File: config.mk
export PLATFORM = sky130hd
export DESIGN_NAME = gain_constraint_clamp_cost_top
export DESIGN_NICKNAME = d
export VERILOG_FILES = /design/src/hw/rtl/gccc_pkg.sv /design/src/hw/rtl/gain_constraint_clamp_cost_top.sv /design/src/hw/rtl/gccc_div.sv
export SDC_FILE = /design/constraint.sdc
export NUM_CORES = 2
export LEC_CHECK = 0
export BUFFER_PORTS_ARGS = -buffer_cell sky130_fd_sc_hd__clkbuf_2
export CELL_PAD_IN_SITES_DETAIL_PLACEMENT = 1
export CELL_PAD_IN_SITES_GLOBAL_PLACEMENT = 1
export CORE_MARGIN = 2
export CORE_UTILIZATION = 40
export CTS_CLUSTER_DIAMETER = 200
export DETAILED_ROUTE_END_ITERATION = 10
export PLACE_DENSITY_LB_ADDON = 0.1
export SLEW_MARGIN = 0
export SYNTH_ARGS = -nofsm -noshare
export SYNTH_HDL_FRONTEND = slang
export SYNTH_SLANG_ARGS = --single-unit
File: constraint.sdc
create_clock -name clk -period 17.35 [get_ports clk]
set_input_delay 0.8675 -clock clk [delete_from_list [all_inputs] [get_ports clk]]
set_output_delay 0.8675 -clock clk [all_outputs]
set_load 0.005 [all_outputs]
File: src/hw/rtl/gccc_pkg.sv
// ----------------------------------------------------------------------------
// gccc_pkg
// Shared widths, types and sequencer states for the gain constraint clamp
// and cost unit.
// ----------------------------------------------------------------------------
package gccc_pkg;

  localparam int VALUE_WIDTH           = 32;
  localparam int FRACTION_BITS_DEFAULT = 16;
  localparam int COST_WIDTH            = 48;
  localparam int DT_WIDTH              = 31;
  localparam logic [DT_WIDTH-1:0] DT_RESET = DT_WIDTH'(655);

  localparam int Y_WIDTH   = VALUE_WIDTH + 2;
  localparam int D_WIDTH   = Y_WIDTH + 2;
  localparam int NUM_WIDTH = 3 * VALUE_WIDTH;
  localparam int QUO_WIDTH = COST_WIDTH - 1;

  typedef struct packed {
    logic done;
    logic ovf;
  } div_stat_t;

  typedef enum logic [15:0] {
    S_IDLE  = 16'h0001,
    S_KV    = 16'h0002,
    S_KVSAT = 16'h0004,
    S_Y     = 16'h0008,
    S_CLAMP = 16'h0010,
    S_IMP   = 16'h0020,
    S_HESS  = 16'h0040,
    S_TERM  = 16'h0080,
    S_SQ    = 16'h0100,
    S_PL    = 16'h0200,
    S_PH    = 16'h0400,
    S_PA    = 16'h0800,
    S_DIV   = 16'h1000,
    S_DIVW  = 16'h2000,
    S_SAT   = 16'h4000,
    S_ACC   = 16'h8000
  } state_t;

endpackage

File: src/hw/rtl/gain_constraint_clamp_cost_top.sv
// ----------------------------------------------------------------------------
// gain_constraint_clamp_cost_top
// Clamps y = bias - gain*velocity to the effort limit, forms impulse, Hessian
// diagonal and cost term, and keeps a saturating running cost total.
//
// Channel  Handshake               Payload
// in       in_valid / in_stall     gain, bias, effort_limit, velocity, last
// out      out_valid / out_stall   impulse, hessian_diag, total_cost, last_res
// cfg      cfg_wr_en               cfg_wr_data (time step)
//
// A positive gain adds a division by the 47-step radix-2 divider; a
// non-positive gain saturates the cost term directly instead.
// All products go through one shared 32x32 multiplier, one per cycle.
// in_stall is high in reset and from accept until the result is loaded into
// the output register; a stalled output holds the next item in its final step.
// Reset is synchronous: time step returns to 655, cost total to zero.
// ----------------------------------------------------------------------------
module gain_constraint_clamp_cost_top import gccc_pkg::*; #(
  parameter int FRACTION_BITS = FRACTION_BITS_DEFAULT
) (
  input  logic                   clk,
  input  logic                   rst,
  input  logic                   cfg_wr_en,
  input  logic [DT_WIDTH-1:0]    cfg_wr_data,
  input  logic                   in_valid,
  output logic                   in_stall,
  input  logic [VALUE_WIDTH-1:0] gain,
  input  logic [VALUE_WIDTH-1:0] bias,
  input  logic [VALUE_WIDTH-2:0] effort_limit,
  input  logic [VALUE_WIDTH-1:0] velocity,
  input  logic                   last,
  output logic                   out_valid,
  input  logic                   out_stall,
  output logic [VALUE_WIDTH-1:0] impulse,
  output logic [VALUE_WIDTH-1:0] hessian_diag,
  output logic [COST_WIDTH-1:0]  total_cost,
  output logic                   last_res
);

  localparam int PW = 2 * VALUE_WIDTH;
  localparam int VM = VALUE_WIDTH - 1;
  localparam int CM = COST_WIDTH - 1;

  function automatic logic [VALUE_WIDTH-1:0] mag_v(input logic [VALUE_WIDTH-1:0] x);
    return x[VM] ? (~x + 1'b1) : x;
  endfunction

  function automatic logic [63:0] sat_mag(input logic [NUM_WIDTH-1:0] m, input logic neg,
                                          input int unsigned w);
    logic [NUM_WIDTH-1:0] lim;
    logic [63:0]          r;
    lim = NUM_WIDTH'(1) << (w - 1);
    if (neg) begin
      r = (m > lim) ? (64'd0 - lim[63:0]) : (64'd0 - m[63:0]);
    end else begin
      r = (m > lim - 1'b1) ? (lim[63:0] - 64'd1) : m[63:0];
    end
    return r;
  endfunction

  state_t state, state_next;

  logic [DT_WIDTH-1:0]    dt;
  logic [COST_WIDTH-1:0]  acc;
  logic [VALUE_WIDTH-1:0] k, b, v;
  logic [VALUE_WIDTH-2:0] e;
  logic                   last_r;

  logic signed [Y_WIDTH-1:0]     kv, y;
  logic signed [VALUE_WIDTH-1:0] bound;
  logic                          in_limits;
  logic                          d_neg;
  logic [D_WIDTH-2:0]            d_mag;
  logic [VALUE_WIDTH-1:0]        imp, hess;
  logic [VALUE_WIDTH-1:0]        ma;
  logic [PW-1:0]                 mb;
  logic [PW-1:0]                 prod;
  logic [NUM_WIDTH-1:0]          num;
  logic [COST_WIDTH-1:0]         term;

  logic [VALUE_WIDTH-1:0] mul_a, mul_b;
  logic [PW-1:0]          mul_p;
  logic                   kpos;
  logic                   out_free;
  logic                   div_start;
  logic [NUM_WIDTH-1:0]   div_num;
  logic [VALUE_WIDTH-1:0] div_den;
  div_stat_t              div_stat;
  logic [QUO_WIDTH-1:0]   div_quo;
  logic                   div_neg;

  logic [Y_WIDTH:0]              y_diff;
  logic signed [Y_WIDTH-1:0]     e_hi, e_lo;
  logic [D_WIDTH-1:0]            d_full;
  logic [VALUE_WIDTH-1:0]        y_mag;
  logic [COST_WIDTH:0]           sum;
  logic [COST_WIDTH-1:0]         total_next;

  assign kpos     = !k[VM] && (k != '0);
  assign out_free = !out_valid || !out_stall;
  assign in_stall = rst || (state != S_IDLE);

  assign y_diff = {{(Y_WIDTH + 1 - VALUE_WIDTH){b[VM]}}, b} - {kv[Y_WIDTH-1], kv};
  assign e_hi   = signed'(Y_WIDTH'(e));
  assign e_lo   = -e_hi;
  assign d_full = {y[Y_WIDTH-1], y, 1'b0}
                - {{(D_WIDTH - VALUE_WIDTH){bound[VM]}}, bound};
  assign y_mag  = y[Y_WIDTH-1] ? VALUE_WIDTH'(~y + 1'b1) : VALUE_WIDTH'(y);
  assign sum    = {acc[CM], acc} + {term[CM], term};
  assign total_next = (sum[COST_WIDTH] != sum[CM])
                    ? (sum[COST_WIDTH] ? {1'b1, {CM{1'b0}}} : {1'b0, {CM{1'b1}}})
                    : sum[CM:0];

  // shared multiplier
  always_comb begin
    case (state)
      S_KV: begin
        mul_a = mag_v(k);
        mul_b = mag_v(v);
      end
      S_IMP: begin
        mul_a = VALUE_WIDTH'(dt);
        mul_b = mag_v(bound);
      end
      S_HESS: begin
        mul_a = VALUE_WIDTH'(dt);
        mul_b = mag_v(k);
      end
      S_TERM: begin
        mul_a = y_mag;
        mul_b = y_mag;
      end
      S_PL: begin
        mul_a = ma;
        mul_b = mb[VALUE_WIDTH-1:0];
      end
      S_PH: begin
        mul_a = ma;
        mul_b = mb[PW-1:VALUE_WIDTH];
      end
      default: begin
        mul_a = '0;
        mul_b = '0;
      end
    endcase
  end

  assign mul_p = mul_a * mul_b;

  assign div_start = (state == S_DIV);
  assign div_num   = in_limits ? (num >> FRACTION_BITS) : num;
  assign div_den   = {k[VALUE_WIDTH-2:0], 1'b0};
  assign div_neg   = !in_limits && (imp[VM] != d_neg);

  gccc_div u_div (
    .clk   (clk),
    .rst   (rst),
    .start (div_start),
    .num   (div_num),
    .den   (div_den),
    .stat  (div_stat),
    .quo   (div_quo)
  );

  always_comb begin
    state_next = state;
    case (state)
      S_IDLE:  if (in_valid) state_next = S_KV;
      S_KV:    state_next = S_KVSAT;
      S_KVSAT: state_next = S_Y;
      S_Y:     state_next = S_CLAMP;
      S_CLAMP: state_next = S_IMP;
      S_IMP:   state_next = S_HESS;
      S_HESS:  state_next = S_TERM;
      S_TERM:  state_next = (kpos && in_limits) ? S_SQ : S_PL;
      S_SQ:    state_next = S_PL;
      S_PL:    state_next = S_PH;
      S_PH:    state_next = S_PA;
      S_PA:    state_next = kpos ? S_DIV : S_SAT;
      S_DIV:   state_next = S_DIVW;
      S_DIVW:  if (div_stat.done) state_next = S_ACC;
      S_SAT:   state_next = S_ACC;
      S_ACC:   if (out_free) state_next = S_IDLE;
      default: state_next = S_IDLE;
    endcase
  end

  always_ff @(posedge clk) begin
    if (rst) begin
      state     <= S_IDLE;
      dt        <= DT_RESET;
      acc       <= '0;
      out_valid <= 1'b0;
    end else begin
      state <= state_next;
      if (cfg_wr_en) begin
        dt <= cfg_wr_data;
      end
      if (state == S_ACC && out_free) begin
        out_valid <= 1'b1;
        acc       <= last_r ? '0 : total_next;
      end else if (!out_stall) begin
        out_valid <= 1'b0;
      end
    end
  end

  always_ff @(posedge clk) begin
    case (state)
      S_IDLE: begin
        k      <= gain;
        b      <= bias;
        e      <= effort_limit;
        v      <= velocity;
        last_r <= last;
      end
      S_KV: begin
        prod <= mul_p;
      end
      S_KVSAT: begin
        kv <= Y_WIDTH'(sat_mag(NUM_WIDTH'(prod >> FRACTION_BITS), k[VM] ^ v[VM], Y_WIDTH));
      end
      S_Y: begin
        if (y_diff[Y_WIDTH] != y_diff[Y_WIDTH-1]) begin
          y <= y_diff[Y_WIDTH] ? {1'b1, {(Y_WIDTH-1){1'b0}}} : {1'b0, {(Y_WIDTH-1){1'b1}}};
        end else begin
          y <= y_diff[Y_WIDTH-1:0];
        end
      end
      S_CLAMP: begin
        if (y > e_hi) begin
          bound     <= VALUE_WIDTH'(e_hi);
          in_limits <= 1'b0;
        end else if (y < e_lo) begin
          bound     <= VALUE_WIDTH'(e_lo);
          in_limits <= 1'b0;
        end else begin
          bound     <= VALUE_WIDTH'(y);
          in_limits <= 1'b1;
        end
      end
      S_IMP: begin
        prod  <= mul_p;
        d_neg <= d_full[D_WIDTH-1];
        d_mag <= d_full[D_WIDTH-1] ? (D_WIDTH-1)'(~d_full + 1'b1) : d_full[D_WIDTH-2:0];
      end
      S_HESS: begin
        imp  <= VALUE_WIDTH'(sat_mag(NUM_WIDTH'(prod >> FRACTION_BITS), bound[VM],
                                     VALUE_WIDTH));
        prod <= mul_p;
      end
      S_TERM: begin
        hess <= in_limits ? VALUE_WIDTH'(sat_mag(NUM_WIDTH'(prod >> FRACTION_BITS), k[VM],
                                                 VALUE_WIDTH)) : '0;
        prod <= mul_p;
        if (kpos && in_limits) begin
          ma <= VALUE_WIDTH'(dt);
        end else if (kpos) begin
          ma <= mag_v(imp);
          mb <= PW'(d_mag);
        end else begin
          ma <= mag_v(imp);
          mb <= PW'(mag_v(v));
        end
      end
      S_SQ: begin
        mb <= prod;
      end
      S_PL: begin
        prod <= mul_p;
      end
      S_PH: begin
        num  <= NUM_WIDTH'(prod);
        prod <= mul_p;
      end
      S_PA: begin
        num <= num + (NUM_WIDTH'(prod) << VALUE_WIDTH);
      end
      S_DIVW: begin
        if (div_stat.done) begin
          if (div_stat.ovf) begin
            term <= div_neg ? {1'b1, {CM{1'b0}}} : {1'b0, {CM{1'b1}}};
          end else begin
            term <= div_neg ? (~{1'b0, div_quo} + 1'b1) : {1'b0, div_quo};
          end
        end
      end
      S_SAT: begin
        term <= COST_WIDTH'(sat_mag(num >> FRACTION_BITS, imp[VM] == v[VM], COST_WIDTH));
      end
      S_ACC: begin
        if (out_free) begin
          impulse      <= imp;
          hessian_diag <= hess;
          total_cost   <= total_next;
          last_res     <= last_r;
        end
      end
      default: begin
      end
    endcase
  end

`ifndef ASSERT_OFF
  a_out_from_acc: assert property (@(posedge clk) disable iff (rst)
    $rose(out_valid) |-> $past(state) == S_ACC)
    else $error("output beat raised outside the accumulate step");

  a_div_done_in_wait: assert property (@(posedge clk) disable iff (rst)
    div_stat.done |-> state == S_DIVW)
    else $error("divider finished while sequencer not waiting");

  a_acc_clear_on_last: assert property (@(posedge clk) disable iff (rst)
    (state == S_ACC && out_free && last_r) |=> acc == '0)
    else $error("cost total not cleared after last beat");
`endif

endmodule

File: src/hw/rtl/gccc_div.sv
// ----------------------------------------------------------------------------
// gccc_div
// Restoring radix-2 divider, one quotient bit per cycle, with an up-front
// overflow check against the quotient width.
// ----------------------------------------------------------------------------
module gccc_div import gccc_pkg::*; (
  input  logic                   clk,
  input  logic                   rst,
  input  logic                   start,
  input  logic [NUM_WIDTH-1:0]   num,
  input  logic [VALUE_WIDTH-1:0] den,
  output div_stat_t              stat,
  output logic [QUO_WIDTH-1:0]   quo
);

  localparam int CNT_W = $clog2(QUO_WIDTH + 1);

  logic                   busy;
  logic                   ovf;
  logic [CNT_W-1:0]       cnt;
  logic [VALUE_WIDTH-1:0] rem;
  logic [QUO_WIDTH-1:0]   qn;
  logic [VALUE_WIDTH:0]   trial;
  logic                   fits;
  logic                   too_big;

  assign too_big = num[NUM_WIDTH-1:QUO_WIDTH] >= (NUM_WIDTH - QUO_WIDTH)'(den);
  assign trial   = {rem, qn[QUO_WIDTH-1]};
  assign fits    = trial >= {1'b0, den};

  always_ff @(posedge clk) begin
    if (rst) begin
      busy <= 1'b0;
      ovf  <= 1'b0;
      cnt  <= '0;
    end else if (start) begin
      busy <= 1'b1;
      ovf  <= too_big;
      cnt  <= too_big ? '0 : CNT_W'(QUO_WIDTH);
    end else if (busy) begin
      if (cnt != '0) begin
        cnt <= cnt - 1'b1;
      end else begin
        busy <= 1'b0;
      end
    end
  end

  always_ff @(posedge clk) begin
    if (start) begin
      rem <= num[QUO_WIDTH +: VALUE_WIDTH];
      qn  <= num[QUO_WIDTH-1:0];
    end else if (busy && cnt != '0) begin
      rem <= fits ? VALUE_WIDTH'(trial - {1'b0, den}) : trial[VALUE_WIDTH-1:0];
      qn  <= {qn[QUO_WIDTH-2:0], fits};
    end
  end

  assign stat.done = busy && (cnt == '0);
  assign stat.ovf  = ovf;
  assign quo       = qn;

endmodule
==> flow_summary.json <==
{
  "root_buffer": "clkbuf_16",
  "netlist_top_cells_count": "1,289 x inv_1, 1,052 x nand2_1, 1,010 x nor2_1",
  "ctsResizeCount": 0,
  "timing.rr.end": "prod[60]",
  "grt_max_degree": 82,
  "start_util_pct": 40.30,
  "grt-busiest-layer": "met2",
  "synthAdderAreaFrac_pct": 27.67,
  "hold_path_class": "input pin to flop",
  "num-fill-cells": 26080,
  "r2r_start": "k[0]",
  "netlist.area_leader.share_pct": 26.99,
  "yosysWarnings": 0,
  "synth_top_area_cell": "edfxtp_1",
  "p_leak_nw": 43.56,
  "cp_common_cell": "fa_1",
  "drc": 0,
  "htreeDepth": 3,
  "via_per_inst": 5.945,
  "drive_gt1_share_pct": 8.491,
  "worstMarginPinSlew_ns": 1.429,
  "finalSetupTns_ns": 0,
  "required_ns": 17.82,
  "ys.flop_type": "edfxtp_1",
  "synth_top_family_by_area": "adder cells",
  "fmax_mhz": 78.14,
  "syn_nets": 11560,
  "yosysSeqAreaShare_pct": 29.26,
  "clkSinkCount": 929,
  "port_buffers": 278,
  "synth-edff-count": 825,
  "cts_hold_buffers": 0,
  "regToRegSetupSlack_ns": 4.55,
  "rr_worst_depth": 36,
  "numCtsBuffers": 108,
  "die_w_um": 483.0,
  "hp-start": "gain[31]",
  "slew_viol_final": 0,
  "whs_ns": 0.2754,
  "die_h_um": 483.0,
  "finalNonFillerCells": 13130,
  "maxCapViolations": 0,
  "placed_area_um2": 96960,
  "muxShareOfSynthArea_pct": 1.497,
  "post-cts-setup-buffers": 0,
  "clk_path_buf_depth": 3,
  "dp_hpwl_mm": 302.5,
  "dieArea_um2": 233300,
  "area_delta_synth_final_pct": 9.853,
  "synth_compound_area_share_pct": 14.91,
  "end_kind": "flop",
  "use_met1_pct": 43.18,
  "antenna_found_initial": 37,
  "power_mw": 5.957,
  "core_area_um2": 227700,
  "utilization_pct": 44.28,
  "rsz0062_at_grt": "no",
  "syn_area_per_cell_um2": 9.259,
  "period_share_pct": 73.76,
  "fin_nets": 11660,
  "grt_overflow": 0,
  "synthSimpleGateAreaFrac_pct": 14.84,
  "min_period_ns": 12.80,
  "drtPass1Iterations": 7,
  "hold_depth": 1,
  "grt_usage_pct": 32.99,
  "status": "complete, no violations",
  "max_stage_delay_ns": 1.18,
  "cp.arrival_ns": 13.27,
  "synth.most_common_cell": "inv_1",
  "setup_viol": 0,
  "holdPathEnd": "k[31]",
  "ys_seq_elements": 929,
  "synthCells": 9913,
  "ir_drop_uv": 88.27,
  "cts_tree": "yes",
  "worst_path_max_delay_cell": "or4_1",
  "setup_slack_ns": 4.552,
  "rows": 175,
  "vias": 78030,
  "dp_slack_ns": 4.854,
  "critPathLaunchType": "flop",
  "syn_area_um2": 91780,
  "met3_usage_pct": 6.320,
  "powerDensity_nw_per_um2": 59.08,
  "crit_type": "flop to flop",
  "gp_congestion": 0.9802,
  "io_pins": 279,
  "ant_nets": 0,
  "hold_viol": 0,
  "synth_top_cells_by_area": "edfxtp_1 27%, fa_1 20%, ha_1 7.9%",
  "synth_xor_xnor_area_share_pct": 4.380,
  "crit_fanout": 14,
  "drtIter0Drc": 7766,
  "slew_headroom_pct": 4.079,
  "finalWirelength_mm": 391.4,
  "grt_pass1_vias": 80870,
  "stdcell_area_um2": 100800,
  "clock_skew_ns": 0.04369,
  "clk_pin_slew_ns": 0.06,
  "grt_first_pass_wirelength_mm": 565.9,
  "use_met2_pct": 52.69,
  "wl_per_cell_um": 29.82,
  "async_flop_share_pct": 0,
  "synth_cell_types": 99,
  "dp.cells": 12910,
  "clock_latency_ns": 0.77
}
-- report_power, final --
part           total, mW  internal, mW  switching, mW  leakage, nW
sequential          2.56          2.50         0.0657         8.39
combinational      0.861         0.265          0.596         33.3
clock               2.53          1.47           1.06         1.84
-- layer usage --
metal / share of wire (%) / wire length, µm
met4: 5.5 / 21430
met3: 8.0 / 31450
met1: 41 / 159700
met2: 46 / 178800
met5: 0.010 / 41
-- worst max-delay path, delay by kind of cell, from the launching register on --
family / cells / cell delay [ns]
AO/OA/AOI/OAI: 12 / 3.29
XOR/XNOR: 2 / 0.71
adder cells (fa/ha/maj): 10 / 4.63
buffers and inverters: 6 / 0.45
flip-flops: 1 / 0.65
AND/OR/NAND/NOR: 6 / 2.75
-- cell type report --
type / instances / area (µm²) / share of cell area (%)
inverter: 1290 / 4846 / 4.806
clock inverter: 67 / 898.4 / 0.8910
tap: 3009 / 3765 / 3.734
clock buffer: 137 / 2934 / 2.910
timing repair buffer: 497 / 3035 / 3.011
antenna: 12 / 30.03 / 0.02978
multi-input combinational: 7185 / 58460 / 57.98
sequential: 929 / 26860 / 26.64
-- flip-flops by register name (all words and copies together) (netlist names), 34 cells and up --
signal / cells
acc: 48
d_mag: 35
kv: 34
mb: 64
num: 96
prod: 64
term: 48
total_cost: 48
u_div.quo: 47
y: 34
-- cell families after synthesis --
group	after synthesis
AO/OA/AOI/OAI	2106
flip-flops	929
buffers and inverters	1799
XOR/XNOR	459
AND/OR/NAND/NOR	2996
multiplexers	133
adder cells (fa/ha/maj)	1491
-- cells in the final DEF (no fill, tap or decap), types with 73 or more instances in the layout --
cell type / netlist / layout
and2_1: 120 / 120
xor2_1: 189 / 188
edfxtp_1: 825 / 825
buf_4: 2 / 219
clkbuf_16: 0 / 110
nor3_1: 130 / 121
fa_1: 901 / 901
clkbuf_2: 0 / 277
nor2_1: 1010 / 1003
or3_1: 88 / 87
dfxtp_1: 104 / 103
xnor2_1: 270 / 269
inv_1: 1289 / 1286
a21o_1: 222 / 222
nand2_1: 1052 / 1051
o21ai_0: 538 / 537
ha_1: 580 / 580
nand4_1: 73 / 73
mux2i_1: 99 / 98
o31ai_1: 81 / 80
a21oi_1: 529 / 528
nand3_1: 87 / 86
-- worst max path at each step --
stage          startpoint       end  slack, ns  cells past startpoint
6_report             k[0]  prod[60]       4.55                     36
5_1_grt              k[0]  prod[63]       4.08                     39
4_1_cts              k[0]  prod[63]       4.77                     39
3_5_place_dp         k[0]  prod[63]       4.85                     39
3_3_place_gp     state[9]  prod[60]       4.91                     37
2_1_floorplan   state[12]  in_stall       5.05                      6
Note: power is estimated with default switching activity, not from simulation.
